[config.mk]
export PLATFORM = sky130hd
export DESIGN_NAME = stable_priority_queue_core
export DESIGN_NICKNAME = d
export VERILOG_FILES = /design/src/rtl/spq_pkg.sv /design/src/rtl/spq_mem.sv /design/src/rtl/spq_ctrl.sv /design/src/rtl/stable_priority_queue_core.sv
export SDC_FILE = /design/constraint.sdc
export NUM_CORES = 1
export LEC_CHECK = 0
export ABC_AREA = 1
export BUFFER_PORTS_ARGS = -buffer_cell sky130_fd_sc_hd__buf_2
export CORE_MARGIN = 2
export CORE_UTILIZATION = 24
export CTS_CLUSTER_DIAMETER = 150
export DETAILED_ROUTE_END_ITERATION = 12
export PLACE_DENSITY_LB_ADDON = 0.25
export SYNTH_ARGS = -nofsm -noshare
export SYNTH_HDL_FRONTEND = slang
export SYNTH_SLANG_ARGS = --single-unit
export TNS_END_PERCENT = 50
[constraint.sdc]
create_clock -name i_clk -period 4.7 [get_ports i_clk]
set_input_delay 0.47 -clock i_clk [delete_from_list [all_inputs] [get_ports i_clk]]
set_output_delay 0.47 -clock i_clk [all_outputs]
set_load 0.02 [all_outputs]
[src/rtl/spq_pkg.sv]
`default_nettype none
// ----------------------------------------------------------------------------
// spq_pkg
// Shared types and constants of the stable priority queue: default sizes,
// request kind codes, sequencer states and result flags.
// ----------------------------------------------------------------------------
package spq_pkg;

    localparam int SPQ_QUEUE_DEPTH = 16;
    localparam int SPQ_ID_WIDTH    = 8;
    localparam int SPQ_PRIO_WIDTH  = 8;

    // request kinds carried on the input tuser
    localparam logic KIND_INSERT = 1'b0;
    localparam logic KIND_POP    = 1'b1;

    typedef enum logic [1:0] {
        ST_IDLE,
        ST_INS,
        ST_POP,
        ST_RESULT
    } t_spq_state;

    // result flags, pop_valid in bit 0
    typedef struct packed {
        logic insert_dropped;
        logic pop_valid;
    } t_spq_flags;

endpackage
`default_nettype wire

[src/rtl/spq_mem.sv]
`default_nettype none
// ----------------------------------------------------------------------------
// spq_mem
// Slot store of the queue: one write port and one read port with a
// registered read word.
// ----------------------------------------------------------------------------
module spq_mem #(
    parameter  int DEPTH = 16,
    parameter  int DW    = 16,
    localparam int AW    = $clog2(DEPTH)
) (
    input  wire logic          i_clk,
    input  wire logic          i_we,
    input  wire logic [AW-1:0] i_waddr,
    input  wire logic [DW-1:0] i_wdata,
    input  wire logic [AW-1:0] i_raddr,
    output logic      [DW-1:0] o_rdata
);

    logic [DW-1:0] r_mem [DEPTH];
    logic [DW-1:0] r_rdata;

    always_ff @(posedge i_clk) begin
        if (i_we) begin
            r_mem[i_waddr] <= i_wdata;
        end
    end

    always_ff @(posedge i_clk) begin
        r_rdata <= r_mem[i_raddr];
    end

    assign o_rdata = r_rdata;

endmodule
`default_nettype wire

[src/rtl/spq_ctrl.sv]
`default_nettype none
// ----------------------------------------------------------------------------
// spq_ctrl
// Sequencer of the queue. The slots form a ring starting at the head
// pointer. An insert walks from the tail toward the head, one slot per
// cycle, moving each lower-priority word up by one with a single compare
// unit until it finds the place of the new job. A pop reads the head word
// and advances the head pointer.
// ----------------------------------------------------------------------------
module spq_ctrl #(
    parameter  int QUEUE_DEPTH = 16,
    parameter  int ID_WIDTH    = 8,
    localparam int AW          = $clog2(QUEUE_DEPTH),
    localparam int CW          = $clog2(QUEUE_DEPTH + 1),
    localparam int DW          = ID_WIDTH + spq_pkg::SPQ_PRIO_WIDTH
) (
    input  wire logic                               i_clk,
    input  wire logic                               i_rst_n,
    // request side
    input  wire logic                               i_in_valid,
    output logic                                    o_in_ready,
    input  wire logic                               i_kind,
    input  wire logic [ID_WIDTH-1:0]                i_job_id,
    input  wire logic [spq_pkg::SPQ_PRIO_WIDTH-1:0] i_priority_req,
    // slot store
    output logic                                    o_we,
    output logic      [AW-1:0]                      o_waddr,
    output logic      [DW-1:0]                      o_wdata,
    output logic      [AW-1:0]                      o_raddr,
    input  wire logic [DW-1:0]                      i_rdata,
    // result side
    output logic                                    o_res_valid,
    input  wire logic                               i_res_take,
    output spq_pkg::t_spq_flags                     o_flags,
    output logic      [ID_WIDTH-1:0]                o_job_out,
    output logic      [spq_pkg::SPQ_PRIO_WIDTH-1:0] o_priority_out,
    output logic      [CW-1:0]                      o_occupancy
);

    import spq_pkg::*;

    localparam int            PW        = SPQ_PRIO_WIDTH;
    localparam logic [CW:0]   DEPTH_EXT = (CW + 1)'(QUEUE_DEPTH);
    localparam logic [CW-1:0] DEPTH_CNT = CW'(QUEUE_DEPTH);
    localparam logic [AW-1:0] LAST_SLOT = AW'(QUEUE_DEPTH - 1);

    t_spq_state    r_state, n_state;
    logic [AW-1:0] r_head, n_head;
    logic [CW-1:0] r_count, n_count;
    logic [CW-1:0] r_k, n_k;
    logic [ID_WIDTH-1:0] r_id, n_id;
    logic [PW-1:0] r_prio, n_prio;
    t_spq_flags    r_flags, n_flags;
    logic [ID_WIDTH-1:0] r_job_out, n_job_out;
    logic [PW-1:0] r_prio_out, n_prio_out;

    logic          in_fire;
    logic          place;
    logic [PW-1:0] rd_prio;
    logic [CW-1:0] rd_j;

    // ring position of the j-th queued job, j below QUEUE_DEPTH
    function automatic logic [AW-1:0] slot_addr(input logic [AW-1:0] head,
                                                input logic [CW-1:0] j);
        logic [CW:0] sum;
        sum = (CW + 1)'(head) + (CW + 1)'(j);
        if (sum >= DEPTH_EXT) begin
            sum = sum - DEPTH_EXT;
        end
        return sum[AW-1:0];
    endfunction

    assign o_in_ready = (r_state == ST_IDLE);
    assign in_fire    = i_in_valid && o_in_ready;
    assign rd_prio    = i_rdata[DW-1:ID_WIDTH];
    // the new job goes here once the word below it ranks equal or higher
    assign place      = (r_k == '0) || (rd_prio >= r_prio);

    always_comb begin
        n_state = r_state;
        unique case (r_state)
            ST_IDLE: begin
                if (in_fire) begin
                    if (i_kind == KIND_POP) begin
                        n_state = (r_count == '0) ? ST_RESULT : ST_POP;
                    end else begin
                        n_state = (r_count == DEPTH_CNT) ? ST_RESULT : ST_INS;
                    end
                end
            end
            ST_INS: begin
                if (place) begin
                    n_state = ST_RESULT;
                end
            end
            ST_POP: begin
                n_state = ST_RESULT;
            end
            ST_RESULT: begin
                if (i_res_take) begin
                    n_state = ST_IDLE;
                end
            end
            default: begin
                n_state = ST_IDLE;
            end
        endcase
    end

    always_comb begin
        n_head     = r_head;
        n_count    = r_count;
        n_k        = r_k;
        n_id       = r_id;
        n_prio     = r_prio;
        n_flags    = r_flags;
        n_job_out  = r_job_out;
        n_prio_out = r_prio_out;
        o_we       = 1'b0;
        o_wdata    = {r_prio, r_id};
        rd_j       = '0;
        unique case (r_state)
            ST_IDLE: begin
                // prefetch the tail for an insert, the head for a pop
                if (i_kind == KIND_INSERT && r_count != '0) begin
                    rd_j = r_count - 1'b1;
                end
                if (in_fire) begin
                    n_id                   = i_job_id;
                    n_prio                 = i_priority_req;
                    n_k                    = r_count;
                    n_job_out              = '0;
                    n_prio_out             = '0;
                    n_flags.pop_valid      = 1'b0;
                    n_flags.insert_dropped = (i_kind == KIND_INSERT) &&
                                             (r_count == DEPTH_CNT);
                end
            end
            ST_INS: begin
                o_we = 1'b1;
                if (r_k >= CW'(2)) begin
                    rd_j = r_k - CW'(2);
                end
                if (place) begin
                    n_count = r_count + 1'b1;
                end else begin
                    // move the lower-priority word one slot toward the tail
                    o_wdata = i_rdata;
                    n_k     = r_k - 1'b1;
                end
            end
            ST_POP: begin
                n_job_out         = i_rdata[ID_WIDTH-1:0];
                n_prio_out        = rd_prio;
                n_flags.pop_valid = 1'b1;
                n_head            = (r_head == LAST_SLOT) ? '0 : r_head + 1'b1;
                n_count           = r_count - 1'b1;
            end
            ST_RESULT: begin
            end
            default: begin
            end
        endcase
    end

    assign o_waddr = slot_addr(r_head, r_k);
    assign o_raddr = slot_addr(r_head, rd_j);

    always_ff @(posedge i_clk) begin
        if (!i_rst_n) begin
            r_state <= ST_IDLE;
            r_head  <= '0;
            r_count <= '0;
        end else begin
            r_state <= n_state;
            r_head  <= n_head;
            r_count <= n_count;
        end
    end

    always_ff @(posedge i_clk) begin
        r_k        <= n_k;
        r_id       <= n_id;
        r_prio     <= n_prio;
        r_flags    <= n_flags;
        r_job_out  <= n_job_out;
        r_prio_out <= n_prio_out;
    end

    assign o_res_valid    = (r_state == ST_RESULT);
    assign o_flags        = r_flags;
    assign o_job_out      = r_job_out;
    assign o_priority_out = r_prio_out;
    assign o_occupancy    = r_count;

endmodule
`default_nettype wire

[src/rtl/stable_priority_queue_core.sv]
`default_nettype none
// ----------------------------------------------------------------------------
// stable_priority_queue_core
// Bounded priority queue of jobs; equal priorities leave first in, first out.
// ----------------------------------------------------------------------------
// Usage:
//   Slave stream: tuser is the request kind (insert or pop), tdata carries
//   job_id and priority_req. Each word yields exactly one master word with
//   job_out, priority_out and occupancy in tdata and the pop_valid and
//   insert_dropped flags in tuser.
//   Sequencing: the block takes one word at a time. A pop reads the head
//   slot and registers it as the result; a rejected insert or an empty pop
//   goes straight to the result. An insert first walks past each stored job
//   that ranks below the new one (at most QUEUE_DEPTH - 1 of them). The next
//   word is taken in the cycle after the result enters the output register.
//   The insert walk moves one slot per cycle through the single write port
//   of the store. The result sits in an output register, so the next request
//   may be accepted while it waits; a further result holds inside the
//   sequencer until that register drains.
//   Reset empties the queue at once (head pointer and count clear); the slot
//   store itself is not cleared. A stalled receiver holds the output word.
// ----------------------------------------------------------------------------
module stable_priority_queue_core #(
    parameter  int QUEUE_DEPTH = spq_pkg::SPQ_QUEUE_DEPTH,
    parameter  int ID_WIDTH    = spq_pkg::SPQ_ID_WIDTH,
    localparam int CW          = $clog2(QUEUE_DEPTH + 1),
    localparam int IN_W        = ((ID_WIDTH + spq_pkg::SPQ_PRIO_WIDTH + 7) / 8) * 8,
    localparam int OUT_W       = ((ID_WIDTH + spq_pkg::SPQ_PRIO_WIDTH + CW + 7) / 8) * 8
) (
    input  wire logic             i_clk,
    input  wire logic             i_rst_n,
    // slave stream
    input  wire logic             i_s_axis_tvalid,
    output logic                  o_s_axis_tready,
    input  wire logic [IN_W-1:0]  i_s_axis_tdata,  // job_id, priority_req, zero pad
    input  wire logic [0:0]       i_s_axis_tuser,  // kind
    // master stream
    output logic                  o_m_axis_tvalid,
    input  wire logic             i_m_axis_tready,
    output logic      [OUT_W-1:0] o_m_axis_tdata,  // job_out, priority_out, occupancy, zero pad
    output spq_pkg::t_spq_flags   o_m_axis_tuser   // pop_valid, insert_dropped
);

    import spq_pkg::*;

    localparam int PW = SPQ_PRIO_WIDTH;
    localparam int AW = $clog2(QUEUE_DEPTH);
    localparam int DW = ID_WIDTH + PW;

    logic          we;
    logic [AW-1:0] waddr;
    logic [DW-1:0] wdata;
    logic [AW-1:0] raddr;
    logic [DW-1:0] rdata;

    logic                res_valid;
    logic                res_take;
    t_spq_flags          res_flags;
    logic [ID_WIDTH-1:0] res_job;
    logic [PW-1:0]       res_prio;
    logic [CW-1:0]       res_occ;

    logic             r_out_valid;
    logic [OUT_W-1:0] r_out_data;
    t_spq_flags       r_out_flags;

    spq_mem #(
        .DEPTH (QUEUE_DEPTH),
        .DW    (DW)
    ) u_mem (
        .i_clk   (i_clk),
        .i_we    (we),
        .i_waddr (waddr),
        .i_wdata (wdata),
        .i_raddr (raddr),
        .o_rdata (rdata)
    );

    spq_ctrl #(
        .QUEUE_DEPTH (QUEUE_DEPTH),
        .ID_WIDTH    (ID_WIDTH)
    ) u_ctrl (
        .i_clk          (i_clk),
        .i_rst_n        (i_rst_n),
        .i_in_valid     (i_s_axis_tvalid),
        .o_in_ready     (o_s_axis_tready),
        .i_kind         (i_s_axis_tuser[0]),
        .i_job_id       (i_s_axis_tdata[ID_WIDTH-1:0]),
        .i_priority_req (i_s_axis_tdata[DW-1:ID_WIDTH]),
        .o_we           (we),
        .o_waddr        (waddr),
        .o_wdata        (wdata),
        .o_raddr        (raddr),
        .i_rdata        (rdata),
        .o_res_valid    (res_valid),
        .i_res_take     (res_take),
        .o_flags        (res_flags),
        .o_job_out      (res_job),
        .o_priority_out (res_prio),
        .o_occupancy    (res_occ)
    );

    // load the output register when it is empty or being drained
    assign res_take = res_valid && (!r_out_valid || i_m_axis_tready);

    always_ff @(posedge i_clk) begin
        if (!i_rst_n) begin
            r_out_valid <= 1'b0;
        end else if (res_take) begin
            r_out_valid <= 1'b1;
        end else if (i_m_axis_tready) begin
            r_out_valid <= 1'b0;
        end
    end

    always_ff @(posedge i_clk) begin
        if (res_take) begin
            r_out_data  <= OUT_W'({res_occ, res_prio, res_job});
            r_out_flags <= res_flags;
        end
    end

    assign o_m_axis_tvalid = r_out_valid;
    assign o_m_axis_tdata  = r_out_data;
    assign o_m_axis_tuser  = r_out_flags;

endmodule
`default_nettype wire
**Word level (Yosys, flattened, before mapping)**

Memory sizes are Yosys's and may differ from the RTL's. A register that Yosys moved wholly into a read port is not among the register bits.
Index checks and enable logic that the tools add are counted.

- Output and inout port bits: 28
- Word-level logic and storage cells: 88
- Bits in read-only memories: 0
- Memory bits (writable): 256
- Memories kept: 1
- Flip-flop bits (word level): 74
- Latch bits: 0
- Input bits: 21

- Div/mod/pow operators: 0
- $lt $le $gt $ge: 4
- Reduce and logical (&&, ||, !) cells: 20
- Bitwise operators: 1
- Equality and inequality tests: 9
- Shift operators: 0
- Add/subtract/negate cells: 9
- Multiply operators: 0
- Muxes and demuxes: 30

Memory list:

| memory | depth | width | rd ports | clocked after Yosys merged registers in | write ports | RTL line | source |
|---|---|---|---|---|---|---|---|
| u_mem.r_mem | 16 | 16 | 1 | 1 | 1 | spq_mem.sv:20 | `logic [DW-1:0] r_mem [DEPTH];` |

Operator list:

| operator | number |
|---|---|
| 16-bit 2-to-1 mux | 2 |
| 8-bit one-hot mux with 2 select lines | 2 |
| 5-bit one-hot mux with 2 select lines | 3 |
| 5-bit 2-to-1 mux | 5 |
| 4-bit by 5-bit adder with 6-bit output | 2 |
| 6-bit by 5-bit greater-or-equal comparator with 1-bit output, second input constant | 2 |
| 4-bit 2-to-1 mux | 3 |
| 5-bit zero test | 2 |
| 2-bit 2-to-1 mux | 5 |
| 5-bit by 1-bit subtractor with 5-bit output, second input constant | 2 |
| 8-bit greater-or-equal comparator | 1 |
| 8-bit 2-to-1 mux | 1 |
| 2-bit one-hot mux with 4 select lines | 1 |
| 2-bit nonzero test | 4 |
| 4-bit by 1-bit subtractor with 4-bit output, second input constant | 2 |
| 1-bit 2-to-1 mux | 7 |
| 2-bit AND reduction | 3 |
| 3-bit AND reduction | 2 |
| 5-bit by 1-bit adder with 5-bit output, second input constant | 1 |
| 5-bit == test, second input constant | 1 |
| 5-bit by 2-bit greater-or-equal comparator with 1-bit output, second input constant | 1 |
| 5-bit nonzero test | 1 |
| 5-bit by 2-bit subtractor with 5-bit output, second input constant | 1 |
| 4-bit by 1-bit adder with 4-bit output, second input constant | 1 |
| other kinds (11) | 18 |

**Longest topological paths before layout**

- Depth after elaboration: 7
- Depth in mapped cells: 18
- Gate-level depth less buffers: 16

**Hierarchy**

From an unflattened synthesis, not the netlist that was laid out.

- Cells, all modules: 1455
- Area total of the unflattened synthesis: 15169.5 µm²

By module, submodules not included:

| module | seq. area each (µm²) | area each (µm²) | times used | cells each |
|---|---|---|---|---|
| spq_mem | 8007.7 | 11380.9 | 1 | 1074 |
| spq_ctrl | 1391.3 | 3020.4 | 1 | 347 |
| stable_priority_queue_core | 710.7 | 768.2 | 1 | 34 |

**Worst setup path after synthesis**

No wires, ideal clock.

- Kind: reg2reg
- Start: reg u_ctrl.r_state[0]
- End: reg u_mem.r_rdata[12] (netlist: u_mem.o_rdata[12]), read port of u_mem.r_mem
- Path buffers: 3
- Library setup time: 0.058 ns
- Required time: 4.642 ns
- Clock period less this slack: 2.834 ns
- Stages on the path, launching flop included: 19
- Data arrival time: 2.775 ns
- Path slack: 1.866 ns
- Cells stage by stage: dfxtp_1 -> inv_1 -> ha_1 -> inv_1 -> nor2_2 -> nand2_1 -> o22ai_1 -> ha_1 -> fa_1 -> buf_2 -> inv_2 -> buf_2 -> buf_2 -> o21ai_0 -> o22ai_1 -> inv_1 -> o21ai_1 -> nand2_1 -> nand2_1

- Word-level cells in the longest chain between the ends: 5
- Elaborated cells on any way between the ends: 7
- Classes of those cells: add/sub (2); order compare (1); eq/ne (1); mux (2); reduce/logical (1)

Ends and longest elaborated chain:

| item | RTL line | source |
|---|---|---|
| start: declaration | spq_ctrl.sv:47 | `t_spq_state r_state, n_state;` |
| start signal: assignment | spq_ctrl.sv:175 | `r_state <= n_state;` |
| 2-bit zero test * | -- |  |
| net o_s_axis_tready | stable_priority_queue_core.sv:34 | `output logic o_s_axis_tready,` |
| 5-bit one-hot mux with 2 select lines * | spq_ctrl.sv:122 | `unique case (r_state)` |
| 4-bit by 5-bit adder with 6-bit output * | spq_ctrl.sv:66 | `sum = (CW + 1)'(head) + (CW + 1)'(j);` |
| 6-bit by 5-bit greater-or-equal comparator with 1-bit output / 4-bit by 1-bit subtractor with 4-bit output (equally long branches) | spq_ctrl.sv:67, spq_ctrl.sv:68 |  |
| 4-bit 2-to-1 mux * | spq_ctrl.sv:67 | `if (sum >= DEPTH_EXT) begin` |
| end: declaration | spq_mem.sv:21 | `logic [DW-1:0] r_rdata;` |

Mark *: on every way through the listed nets, which the timed path passes. The rest lies on a longest branch.
A chain may end at the register's enable or synchronous reset.

**Worst setup path in the final report**

- Start: reg u_ctrl.r_state[1]
- End: reg u_mem.r_rdata[3] (netlist: u_mem.o_rdata[3]), read port of u_mem.r_mem

- Word-level cells in the longest chain between the ends: 5
- Elaborated cells on any way between the ends: 7
- Classes of those cells: add/sub (2); order compare (1); eq/ne (1); mux (2); reduce/logical (1)

Ends and longest elaborated chain:

| item | RTL line |
|---|---|
| 2-bit by 1-bit == test with 1-bit output / 2-bit zero test (equally long branches) | spq_ctrl.sv:122 |
| 5-bit one-hot mux with 2 select lines * | spq_ctrl.sv:122 |
| 4-bit by 5-bit adder with 6-bit output * | spq_ctrl.sv:66 |
| 6-bit by 5-bit greater-or-equal comparator with 1-bit output / 4-bit by 1-bit subtractor with 4-bit output (equally long branches) | spq_ctrl.sv:67, spq_ctrl.sv:68 |
| 4-bit 2-to-1 mux * | spq_ctrl.sv:67 |

Mark *: on every way between the ends. The rest lies on a longest branch, timed or not.

==> results list <==
- Result of the run: completed
- Inserted Clock Buffers: 39
- The first global-routing pass estimated 56150 µm of wire.
- Slew headroom: 30.36%
- Among all cell types in the netlist, the one instantiated most often is sky130_fd_sc_hd__edfxtp_1.
* Sw Pwr: 5.104 mW
- Maximum vdd ir drop: 0.0005967 V
* Area of placed instances: 15570 µm²
- Clock power frac: 22.7%
- Power density over cell area: 751.6 nW/µm²
- Post-synthesis average cell area: 11.63 µm²
- Clock latency on the worst-skew pair, taken at its later pin, is 0.53 ns.
- Diode insertion count for antenna repair: 0
- The internal portion of the total power is 7.497 mW.
- The number of buffers and inverters on the critical path is 5.
- The longest clock path from root to sink contains 3 buffers.
- Multi-input combinational cell area: 3660 µm²
- Router iterations before antenna repair: 5
- Top cell type by total area after synthesis: sky130_fd_sc_hd__edfxtp_1
- Clock tree from TritonCTS: yes
- In the final timing run, aggregate negative setup slack is 0 ns.
* Portion of synthesized cell area occupied by the leading cell type: 66.53%
- After clock tree synthesis, the clock-pin slew on the worst setup and hold paths is 0.06 ns.
- STA puts the critical path data required time at 5.18 ns.
- Once the clock tree was built, the resizer swapped 0 gates to a different size.
- Die Outline Area: 61770 µm²
- In this run, synthesis inferred 318 flip-flops with an integrated enable.
- Delay-heaviest family, CP: buffers and inverters
- Number of distinct standard cells referenced by the synthesized netlist: 35
- Sequential group share of total power: 35.7%
- By area the synthesized netlist is led by sky130_fd_sc_hd__edfxtp_1 67%, sky130_fd_sc_hd__o21ai_0 5.7%, sky130_fd_sc_hd__nor2_1 5.5%, sky130_fd_sc_hd__nand2_1 4.4%, sky130_fd_sc_hd__dfxtp_1 3.9%.
* Hold-fix buffer count after cts: 0
* Syn Inst Count: 1234
- Setup repair after global routing missed its margin: no
- Count of input and output buffers: 45
* Layout-stage area growth over the synthesis result: 16.81%
- After detailed routing, the number of vias per cell comes to 4.349.
* Net switching fraction of the power: 40.51%
- Measured along the x axis, the die boundary spans 248.5 µm.
- For this design, the slowest cell found on the critical path is sky130_fd_sc_hd__inv_2.
* Number of sinks handled by clock tree synthesis: 346
- Peak Freq: 0.2708 GHz
- In this run the cell area of the synthesized design comes to 14350 µm².
* Flops & latches, synth: 346
- Summing over every cut layer, the via total after detailed routing is 9090.
- Prior to clock tree synthesis, the placed netlist has a worst setup slack of 0.9932 ns.
- The Yosys step of the flow raised 0 warnings.
- Walking the worst path, the cells encountered are inv_1 -> ha_1 -> inv_1 -> o32ai_1 -> fa_2 -> inv_2 -> buf_4 -> o21ai_0 -> o22ai_1 -> inv_1 -> o21ai_1 -> nand2_1 -> nand2_1.
- The number of pins with negative max-slew slack in the final report was 0.
- Once detailed placement completed, the half-perimeter wirelength came to 21160 µm.
- Once detail routing completed, the nets flagged for antenna violations numbered 0.
* Clock root buffer: sky130_fd_sc_hd__clkbuf_16
- Sort of element at the start of the critical path: flip-flop
* Floorplan Core Area: 59020 µm²
- DRC violations left: 0
* Power share of the combinational group: 41.5%
- Layout filler cell count: 6058
- Main flop type after synthesis: sky130_fd_sc_hd__edfxtp_1
- Nets: 1340
- After layout, the worst path uses 78.57% of the clock period.
- Largest net degree at the start of global routing: 106
* I/O Pins: 49
* Transition at the pin with the smallest max-transition slack: 1.043 ns
- Number of global-route vias before repair: 8953
- In the final layout, flip-flops and latches occupy 10110 µm².
* Total power after layout: 12.60 mW
- After synthesis, flip-flops and latches occupy 70.44% of the total area.
* Min Tclk post-route: 3.693 ns
* Cell seen most often among critical-path stages: sky130_fd_sc_hd__inv_1
- Largest fanout on the critical path: 37
- 1st-iter DRT viols: 559
- Setup violations remaining at the end of the flow were counted as 0.
- Leading post-synthesis cells by instance count: 318 x sky130_fd_sc_hd__edfxtp_1, 211 x sky130_fd_sc_hd__nor2_1, 167 x sky130_fd_sc_hd__nand2_1, 164 x sky130_fd_sc_hd__o21ai_0, 89 x sky130_fd_sc_hd__inv_1
- Worst path setup slack after routing: 1.007 ns
- Hold Crit Class: primary input to flip-flop
* Initial core utilization: 24.32%
* Total Wirelength: 36870 µm
* Delay contributed by the slowest stage of the critical path: 0.63 ns
* Grt ovf: 0
- The post-route netlist has 12.60% of its cells at a drive strength greater than 1.
* # Post-CTS Setup Buffers: 0
* Number of antenna violations at the first check in global routing: 0
- Global routing consumed, over all layers together, 11.82% of the routing resources.
- The hold violation count in the final report is 0.
- RePlAce Congestion: 0.7338
* Average wire length per cell after detail routing: 17.64 µm
* Maximum level of the CTS H-tree: 2
- The tool flagged a number of max-cap violations equal to 0.
- The worst setup path is of the flip-flop to flip-flop kind.
* Cell leakage power: 6.109 nW
- Async set-reset flop share out of synthesis: 0%
- For the final database, setup skew stands at 0.01655 ns.
- Number of placement rows: 89
- Critical Path Sink Type: flip-flop
- Final standard cell area without fillers: 16760 µm²
- Data arrival time of the critical path: 4.17 ns
* Die Ht: 248.5 µm
## worst paths after layout
path / endpoint / cells after the start / slack, ns / from
worst max-delay path: u_mem.o_rdata[3] / 13 / 1.01 / u_ctrl.r_state[1]
worst min-delay path: u_ctrl.r_id[1] / 1 / 0.11 / i_s_axis_tdata[1]
worst max register to register: u_mem.o_rdata[3] / 13 / 1.01 / u_ctrl.r_state[1]
worst min register to register: o_m_axis_tdata[15] / 0 / 0.42 / u_ctrl.o_priority_out[7]
## routing by layer
layer | part of all wire, % | vias to the layer above | GRT usage (%)
li1 | - | 4389 | -
met5 | 0 | - | 0
met2 | 47 | 169 | 19.61
met4 | 2.2 | 0 | 3.507
met3 | 4.0 | 62 | 1.696
met1 | 47 | 4470 | 15.99
## kinds of logic (layout without fill, tap and decap cells)
| group | Yosys count | in the layout | share of synthesized area [%] |
|---|---|---|---|
| and+or+nand+nor | 446 | 446 | 12.60 |
| DFF | 346 | 346 | 70.44 |
| buffers and inverters | 156 | 237 | 4.673 |
| other | 1 | 3 | 0.02613 |
| xor gates and xnor gates | 11 | 11 | 0.7759 |
| AOI/OAI and AO/OA | 246 | 246 | 8.944 |
| adders and majority gates | 28 | 28 | 2.546 |
## registers in the layout, indices dropped and copies added (netlist names)
register,cells
u_mem.r_mem,256
o_m_axis_tdata,21
u_mem.o_rdata,16
u_ctrl.o_job_out,8
u_ctrl.o_priority_out,8
u_ctrl.r_id,8
u_ctrl.r_prio,8
u_ctrl.o_occupancy,5
u_ctrl.r_k,5
u_ctrl.r_head,4
o_m_axis_tuser,2
u_ctrl.o_flags,2
u_ctrl.r_state,2
o_m_axis_tvalid,1
## power by group through the flow
stage               sequential (mW)  combinational, mW  clock, mW
global placement               4.57               5.27          0
global route                   4.55               5.97       3.07
detailed placement             4.57               5.31          0
CTS                            4.50               5.32       2.95
finish                         4.50               5.23       2.87
floorplan                      4.47               3.70          0
## layout by cell type (no fill, tap or decap), drive strengths merged, types with 23 or more instances in the layout
cell	count
dfxtp	28
nand3	52
edfxtp	318
o22ai	34
ha	26
clkbuf	59
a21oi	23
buf	78
nand2	171
o21ai	185
inv	92
nor2	215
## cell type report
| cell class | instances | share of cell area, % |
|---|---|---|
| Sequential cell | 346 | 60.30 |
| Inverter | 92 | 2.067 |
| Clock buffer | 59 | 6.747 |
| Tap cell | 773 | 5.769 |
| Clock inverter | 8 | 0.3881 |
| Multi-Input combinational cell | 734 | 21.83 |
| Timing Repair Buffer | 78 | 2.896 |
## metrics by stage
stage               utilization [%]  hold WS [ns]  instances
finish                        28.41        0.1097       2090
global route                  28.41       0.08559       2090
CTS                           28.41       0.08214       2090
detailed placement            26.38        0.4045       2023
global placement              26.38        0.4025       2023
floorplan                         -        0.4003       1236
Power figures use the tool's default switching activity.
